### src/rtl/ppf_pkg.sv
`default_nettype none
package ppf_pkg;

  localparam int COUNT_W = 16;
  localparam int NEED_W  = 33;
  localparam int OUT_W   = 32;
  localparam logic [COUNT_W-1:0] COUNT_MAX = '1;

  localparam logic [1:0] CFG_SNAPSHOT_COUNT = 2'd0;
  localparam logic [1:0] CFG_FRACTION_Q16   = 2'd1;
  localparam logic [1:0] CFG_NEWTON_ON      = 2'd2;

  typedef enum logic {
    ST_IDLE,
    ST_EMIT
  } state_t;

  // Control broadcast to every cell of the row.
  typedef struct packed {
    logic record;   // a partner tag is presented this cycle
    logic hit_any;  // some cell already holds that tag
    logic shift;    // every cell takes its right neighbor's entry
    logic clear;    // drop all entries
  } cell_ctl_t;

endpackage
`default_nettype wire

### src/rtl/ppf_cell.sv
`default_nettype none
module ppf_cell #(
  parameter int TW = 32
) (
  input  wire logic                          clk,
  input  wire logic                          rst,
  input  wire ppf_pkg::cell_ctl_t            ctl,
  input  wire logic [TW-1:0]                 rec_tag,
  input  wire logic                          prev_used,
  input  wire logic                          next_used,
  input  wire logic [TW-1:0]                 next_tag,
  input  wire logic [ppf_pkg::COUNT_W-1:0]   next_count,
  input  wire logic [TW-1:0]                 own_tag,
  input  wire logic [ppf_pkg::NEED_W-1:0]    need,
  input  wire logic                          newton,
  output logic                               used,
  output logic [TW-1:0]                      tag,
  output logic [ppf_pkg::COUNT_W-1:0]        count,
  output logic                               hit,
  output logic                               keep
);

  logic insert;

  // A new tag lands in the first free cell: this one is free and its left neighbor is taken.
  assign hit    = used && (tag == rec_tag);
  assign insert = ctl.record && !ctl.hit_any && !used && prev_used;
  assign keep   = used
               && ({1'b0, count, 16'h0000} >= need)
               && !(newton && (own_tag > tag));

  always_ff @(posedge clk) begin
    if (rst) begin
      used <= 1'b0;
    end else if (ctl.clear) begin
      used <= 1'b0;
    end else if (ctl.shift) begin
      used <= next_used;
    end else if (insert) begin
      used <= 1'b1;
    end
  end

  always_ff @(posedge clk) begin
    if (ctl.shift) begin
      tag   <= next_tag;
      count <= next_count;
    end else if (ctl.record && hit) begin
      if (count != ppf_pkg::COUNT_MAX) begin
        count <= count + 1'b1;
      end
    end else if (insert) begin
      tag   <= rec_tag;
      count <= ppf_pkg::COUNT_W'(1);
    end
  end

endmodule
`default_nettype wire

### src/rtl/persistent_partner_filter_unit.sv
// Throughput: one input item per cycle while an atom's partners stream in.
// The last item of an atom starts an emission pass over the row, one cell
// consumed per cycle and stretched by any output stall; input waits during the pass.
// After the last item is accepted, the emit state skips each leading partner in the
// row that fails the threshold and then loads the first result into the output register.
// Reset (rst, synchronous, active high) empties the row, clears the overflow flag,
// drops any pending result and loads the register defaults 1, 32768 and 1.
`default_nettype none
module persistent_partner_filter_unit #(
  parameter int MAX_PARTNERS = 8,
  parameter int TAG_BITS     = 32
) (
  input  wire logic        clk,
  input  wire logic        rst,
  // Input stream.
  input  wire logic        s_axis_tvalid,
  output logic             s_axis_tready,
  input  wire logic [63:0] s_axis_tdata,   // [31:0] partner_id, [63:32] own_tag
  input  wire logic [0:0]  s_axis_tuser,   // [0] has_partner
  input  wire logic        s_axis_tlast,   // last_of_atom
  // Result stream.
  output logic             m_axis_tvalid,
  input  wire logic        m_axis_tready,
  output logic [31:0]      m_axis_tdata,   // [31:0] kept_partner
  output logic [1:0]       m_axis_tuser,   // [0] kept_valid, [1] table_overflow
  output logic             m_axis_tlast,   // last_result
  // Configuration writes.
  input  wire logic        cfg_we,
  input  wire logic [1:0]  cfg_index,
  input  wire logic [16:0] cfg_data
);

  // Tags are held at TAG_BITS, but never wider than the 32-bit fields they arrive in.
  localparam int TW = (TAG_BITS < 32) ? TAG_BITS : 32;

  // Configuration registers, to be written only while idle (the block does not check).
  // The threshold product is registered so the 17 x 16 multiply stands alone between flops.
  logic [15:0]                    snapshot_count;
  logic [16:0]                    fraction_q16;
  logic                           newton_on;
  logic [ppf_pkg::NEED_W-1:0]     need;

  always_ff @(posedge clk) begin
    if (rst) begin
      snapshot_count <= 16'd1;
      fraction_q16   <= 17'd32768;
      newton_on      <= 1'b1;
    end else if (cfg_we) begin
      case (cfg_index)
        ppf_pkg::CFG_SNAPSHOT_COUNT: snapshot_count <= cfg_data[15:0];
        ppf_pkg::CFG_FRACTION_Q16:   fraction_q16   <= cfg_data;
        ppf_pkg::CFG_NEWTON_ON:      newton_on      <= cfg_data[0];
        default:                     ;
      endcase
    end
  end

  always_ff @(posedge clk) begin
    need <= ppf_pkg::NEED_W'(fraction_q16) * ppf_pkg::NEED_W'(snapshot_count);
  end

  // The row of partner cells. Cells fill from the left, so the used bits form a
  // prefix and the first free cell is found by looking at the left neighbor.
  // During emission the row shifts left by one cell each cycle unless a kept partner
  // waits on a busy output register, and cell 0 is the candidate for output.
  ppf_pkg::cell_ctl_t             ctl;
  logic [TW-1:0]                  rec_tag;
  logic [TW-1:0]                  own_tag;
  logic [MAX_PARTNERS-1:0]        used_vec;
  logic [MAX_PARTNERS-1:0]        hit_vec;
  logic [MAX_PARTNERS-1:0]        keep_vec;
  logic [TW-1:0]                  tag_arr   [MAX_PARTNERS];
  logic [ppf_pkg::COUNT_W-1:0]    count_arr [MAX_PARTNERS];

  assign rec_tag = s_axis_tdata[TW-1:0];

  for (genvar i = 0; i < MAX_PARTNERS; i++) begin : g_cell
    logic                         prev_used;
    logic                         next_used;
    logic [TW-1:0]                next_tag;
    logic [ppf_pkg::COUNT_W-1:0]  next_count;

    if (i == 0) begin : g_head
      assign prev_used = 1'b1;
    end else begin : g_body
      assign prev_used = used_vec[i-1];
    end

    if (i == MAX_PARTNERS - 1) begin : g_tail
      assign next_used  = 1'b0;
      assign next_tag   = '0;
      assign next_count = '0;
    end else begin : g_link
      assign next_used  = used_vec[i+1];
      assign next_tag   = tag_arr[i+1];
      assign next_count = count_arr[i+1];
    end

    ppf_cell #(
      .TW (TW)
    ) u_cell (
      .clk        (clk),
      .rst        (rst),
      .ctl        (ctl),
      .rec_tag    (rec_tag),
      .prev_used  (prev_used),
      .next_used  (next_used),
      .next_tag   (next_tag),
      .next_count (next_count),
      .own_tag    (own_tag),
      .need       (need),
      .newton     (newton_on),
      .used       (used_vec[i]),
      .tag        (tag_arr[i]),
      .count      (count_arr[i]),
      .hit        (hit_vec[i]),
      .keep       (keep_vec[i])
    );
  end

  // Control: accept items while idle, then walk the row until the last kept
  // partner (or the empty marker) has been loaded into the output register.
  ppf_pkg::state_t state;
  ppf_pkg::state_t state_next;
  logic            accept;
  logic            out_free;
  logic            rest_keep;
  logic            table_full;
  logic            overflow_seen;
  logic            load;
  logic            load_valid;
  logic            load_last;

  assign s_axis_tready = (state == ppf_pkg::ST_IDLE);
  assign accept        = s_axis_tvalid && s_axis_tready;
  assign out_free      = !m_axis_tvalid || m_axis_tready;
  assign rest_keep     = |(keep_vec >> 1);
  assign table_full    = used_vec[MAX_PARTNERS-1];

  always_ff @(posedge clk) begin
    if (rst) begin
      state <= ppf_pkg::ST_IDLE;
    end else begin
      state <= state_next;
    end
  end

  always_comb begin
    state_next  = state;
    ctl.record  = accept && s_axis_tuser[0];
    ctl.hit_any = |hit_vec;
    ctl.shift   = 1'b0;
    ctl.clear   = 1'b0;
    load        = 1'b0;
    load_valid  = 1'b0;
    load_last   = 1'b0;
    case (state)
      ppf_pkg::ST_IDLE: begin
        if (accept && s_axis_tlast) begin
          state_next = ppf_pkg::ST_EMIT;
        end
      end
      ppf_pkg::ST_EMIT: begin
        if (keep_vec[0]) begin
          // Cell 0 holds a kept partner; it is the final one when nothing
          // further down the row passes.
          if (out_free) begin
            load       = 1'b1;
            load_valid = 1'b1;
            load_last  = !rest_keep;
            ctl.shift  = 1'b1;
            if (!rest_keep) begin
              ctl.clear  = 1'b1;
              state_next = ppf_pkg::ST_IDLE;
            end
          end
        end else if (rest_keep) begin
          ctl.shift = 1'b1;
        end else if (out_free) begin
          // Reaching here means nothing was kept for this atom: send the empty marker.
          load       = 1'b1;
          load_last  = 1'b1;
          ctl.clear  = 1'b1;
          state_next = ppf_pkg::ST_IDLE;
        end
      end
      default: begin
        state_next = ppf_pkg::ST_IDLE;
      end
    endcase
  end

  // The atom's own tag is taken from its last item. Overflow marks a distinct
  // partner that found the row full; it clears with the row.
  always_ff @(posedge clk) begin
    if (accept && s_axis_tlast) begin
      own_tag <= s_axis_tdata[32 +: TW];
    end
  end

  always_ff @(posedge clk) begin
    if (rst) begin
      overflow_seen <= 1'b0;
    end else if (ctl.clear) begin
      overflow_seen <= 1'b0;
    end else if (ctl.record && !ctl.hit_any && table_full) begin
      overflow_seen <= 1'b1;
    end
  end

  // Output register. It parts the row from the result stream, so the next atom
  // can start while the final item of this one still waits to be taken.
  always_ff @(posedge clk) begin
    if (rst) begin
      m_axis_tvalid <= 1'b0;
    end else if (load) begin
      m_axis_tvalid <= 1'b1;
    end else if (m_axis_tready) begin
      m_axis_tvalid <= 1'b0;
    end
  end

  always_ff @(posedge clk) begin
    if (load) begin
      m_axis_tdata <= load_valid ? ppf_pkg::OUT_W'(tag_arr[0]) : '0;
      m_axis_tuser <= {overflow_seen, load_valid};
      m_axis_tlast <= load_last;
    end
  end

endmodule
`default_nettype wire

### config.mk
export PLATFORM = sky130hd
export DESIGN_NAME = persistent_partner_filter_unit
export DESIGN_NICKNAME = d
export VERILOG_FILES = /design/src/rtl/ppf_pkg.sv /design/src/rtl/ppf_cell.sv /design/src/rtl/persistent_partner_filter_unit.sv
export SDC_FILE = /design/constraint.sdc
export NUM_CORES = 2
export LEC_CHECK = 0
export BUFFER_PORTS_ARGS = -buffer_cell sky130_fd_sc_hd__buf_4
export CAP_MARGIN = 20
export CORE_MARGIN = 5
export CORE_UTILIZATION = 58
export DETAILED_ROUTE_END_ITERATION = 8
export GPL_ROUTABILITY_DRIVEN = 1
export PLACE_DENSITY = 0.79
export SLEW_MARGIN = 25
export SYNTH_ARGS = -nofsm -noshare
export SYNTH_HDL_FRONTEND = slang
export SYNTH_HIERARCHICAL = 1
export SYNTH_SLANG_ARGS = --single-unit
### constraint.sdc
create_clock -name clk -period 6.4 [get_ports clk]
set_input_delay 0.64 -clock clk [delete_from_list [all_inputs] [get_ports clk]]
set_output_delay 0.64 -clock clk [all_outputs]
set_load 0.005 [all_outputs]
==> flow_summary.yaml <==
status:
  outcome: "finished, final reports clean"
final_layout:
  nNetsFinal: 5460
  drive_gt1_share_pct: 12.9
  final_cell_area_um2: 49400
  area_growth_pct: 9.80
  fillCellCount: 6094
synth:
  yosysMostFrequentCell: "inv_1"
  ys_types: 80
  yosysWarnings: 6
  synth-edff-count: 451
  async_reset_ff_share_pct: 0
  synthTopCellsByCount: "inv_1, nand2_1, ha_1, edfxtp_1, xor2_1"
  netlist_area_um2: 45000
  synth.top_cell.area_share_pct: 30.1
  syn_area_per_cell_um2: 10.0
  yosysSeqAreaShare_pct: 33.6
  ys_ff_latch: 529
  netlist_instances: 4494
  synthTopCellsByArea: "edfxtp_1, ha_1, fa_1"
  yosysTopAreaCell: "edfxtp_1"
  ys.flop_type: "edfxtp_1"
die:
  die_h_um: 289
  placement_rows: 102
  die_x_um: 289
  core_area_um2: 77200
  initial_core_util_pct: 58.3
  die-area_um2: 83300
  io_pins: 127
detailed_routing:
  drt-initial-drc-count: 3242
  wl_per_cell_um: 21.6
  drc: 0
  vias: 34900
  drt_first_pass_iters: 8
  viasPerCell: 6.06
  drt-total-wl_um: 124000
  ant_nets: 0
place:
  gp_congestion: 0.989
  place_hpwl_um: 95900
  post_dp_cell_area_um2: 47400
  port_buffers: 126
timing:
  clock_skew_ps: 62.8
  setup_violations: 0
  period_needed_ps: 6100
  hold_violations: 0
  tightest_slew_ps: 962
  relSlewSlack_pct: 35.3
  rsz0062_at_grt: "false"
  drv_slew: 0
  tns_ps: 0
  period_share_pct: 95.4
  fmax_mhz: 164
power:
  ir_worst_vdd_v: 0.000217
  p_leak_nw: 20.8
  power_density_nw_per_um2: 172
global_route:
  overflow: 0
  first_global_vias: 34300
  grtUsageMet1_pct: 41.3
  use_met2_pct: 46.5
  antenna_found_initial: 3
  grt_first_pass_wirelength_um: 195000
  gr-usage-all-layers_pct: 29.6
  grt_util_met3_pct: 5.30
  grt_max_degree: 136
  grt.busiest_layer: "met2"
hold_path:
  hold_path_class: "in -> reg"
  hold_depth: 1
  holdPathEnd: "own_tag[21]"
  min_from: "s_axis_tdata[53]"
cts:
  h-tree-depth: 2
  cts_root_buf: "clkbuf_16"
  worstSkewPairLatency_ps: 690
  hold_buffers: 0
  cts_made_buffers: 59
  cts.sinks: 529
  clk_pin_slew_worst_paths_ps: 70
  cts_tree: "built"
  cts_buffer_depth: 3
setup_path:
  critPathTopFamily: "adder cells"
  worst_setup_path_start_kind: "flip-flop"
  cp-end-kind: "flip-flop"
  path_buf_inv: 2
  r2r_start: "fraction_q16[3]"
  path_cells: "and2_1 > fa_1 > fa_1 > fa_1 > fa_1 > fa_1 > inv_1 > fa_1 > inv_1 > ha_1 > nand2_1 > o21a_1 > a211o_1 > a2111oi_2 > nor2b_1 > o311ai_2"
  path_class: "reg -> reg"
  rr_worst_depth: 16
  cpPeakStageDelay_ps: 700
  worst-r2r-setup-slack_ps: 300
  crit_fanout: 17
  cp_data_arrival_time_ps: 6650
  cpMostUsedCell: "fa_1"
  cp_slowest_cell: "dfxtp_1"
  cp.required_ps: 6950
  r2r_end: "need[30]"
  startpoint: "fraction_q16[3]"
job:
  drv_cap: 0
[area by class of cell]
class / instances / area [um^2] / area share (%)
clock inverters: 44 / 482 / 0.975
flip-flops and latches: 529 / 15100 / 30.6
well taps: 1040 / 1300 / 2.63
repair buffers: 179 / 1390 / 2.82
inverters: 671 / 2520 / 5.10
multi-input cells: 3225 / 27100 / 54.8
clock buffers: 67 / 1510 / 3.05
diodes: 2 / 5.00 / 0.0101
[sequential cells by signal (all words and copies together), names as in the netlist]
signal	flops
m_axis_tuser	2
state	1
overflow_seen	1
g_cell.u_cell/tag	256
snapshot_count	16
g_cell.u_cell/count	128
m_axis_tvalid	1
m_axis_tdata	32
own_tag	32
fraction_q16	17
newton_on	1
g_cell.u_cell/used	8
need	33
m_axis_tlast	1
[per-layer routing]
layer | vias to the layer above | wire length (um)
met2 | 1618 | 55400
met3 | 315 | 11900
met4 | 0 | 5620
met5 | - | 0
li1 | 15900 | -
met1 | 17000 | 51100
[kinds of logic (layout without fill, tap and decap cells)]
family / count (synthesis) / count (layout) / synth area share (%)
XOR/XNOR: 391 / 391 / 7.61
adder cells (fa/ha/maj): 705 / 705 / 23.1
buffers and inverters: 788 / 961 / 6.75
multiplexers: 258 / 258 / 6.45
AND/OR/NAND/NOR: 1249 / 1249 / 14.2
other: 2 / 52 / 0.0167
AO/OA/AOI/OAI: 572 / 572 / 8.30
flip-flops: 529 / 529 / 33.6
[cells in the final DEF, fill, tap and decap left out, drive strengths merged, types with 110 or more instances in the layout]
cell    instances
nand2         506
buf           179
edfxtp        451
xor2          286
nand4         110
mux2          257
inv           672
a21oi         201
o21ai         152
and2          161
fa            208
ha            497
[how the worst max path moves through the flow]
stage          endpoint  slack [ps]  cells after the start
4_1_cts        need[27]         280                     17
6_report       need[30]         300                     16
5_1_grt        need[30]          30                     16
3_5_place_dp   need[30]         310                     17
2_1_floorplan  need[27]         380                     21
3_3_place_gp   need[27]         350                     17
[power breakdown]
group	internal, mW	switching (mW)	leakage [nW]
sequential	3.81	0.157	4.64
combinational	0.409	0.557	15.2
clock	2.02	1.52	0.966
[per-stage QoR]
stage               hold slack [ps]  total power, mW  setup slack (ps)  std cells  utilization (%)
floorplan                       409             4.57               381       4542                -
global placement                468             4.93               355       5643             61.4
detailed placement              476             4.97               307       5644             61.4
CTS                            96.8             8.49               279       5755             64.0
global route                    109             8.77              29.9       5757             64.0
finish                          124             8.48               296       5757             64.0
[repair_timing]
action	4_1_cts	5_1_grt
gates resized for setup	0	7
setup endpoints to repair	0	2
setup buffers	0	0
Power figures use the tool's default switching activity.
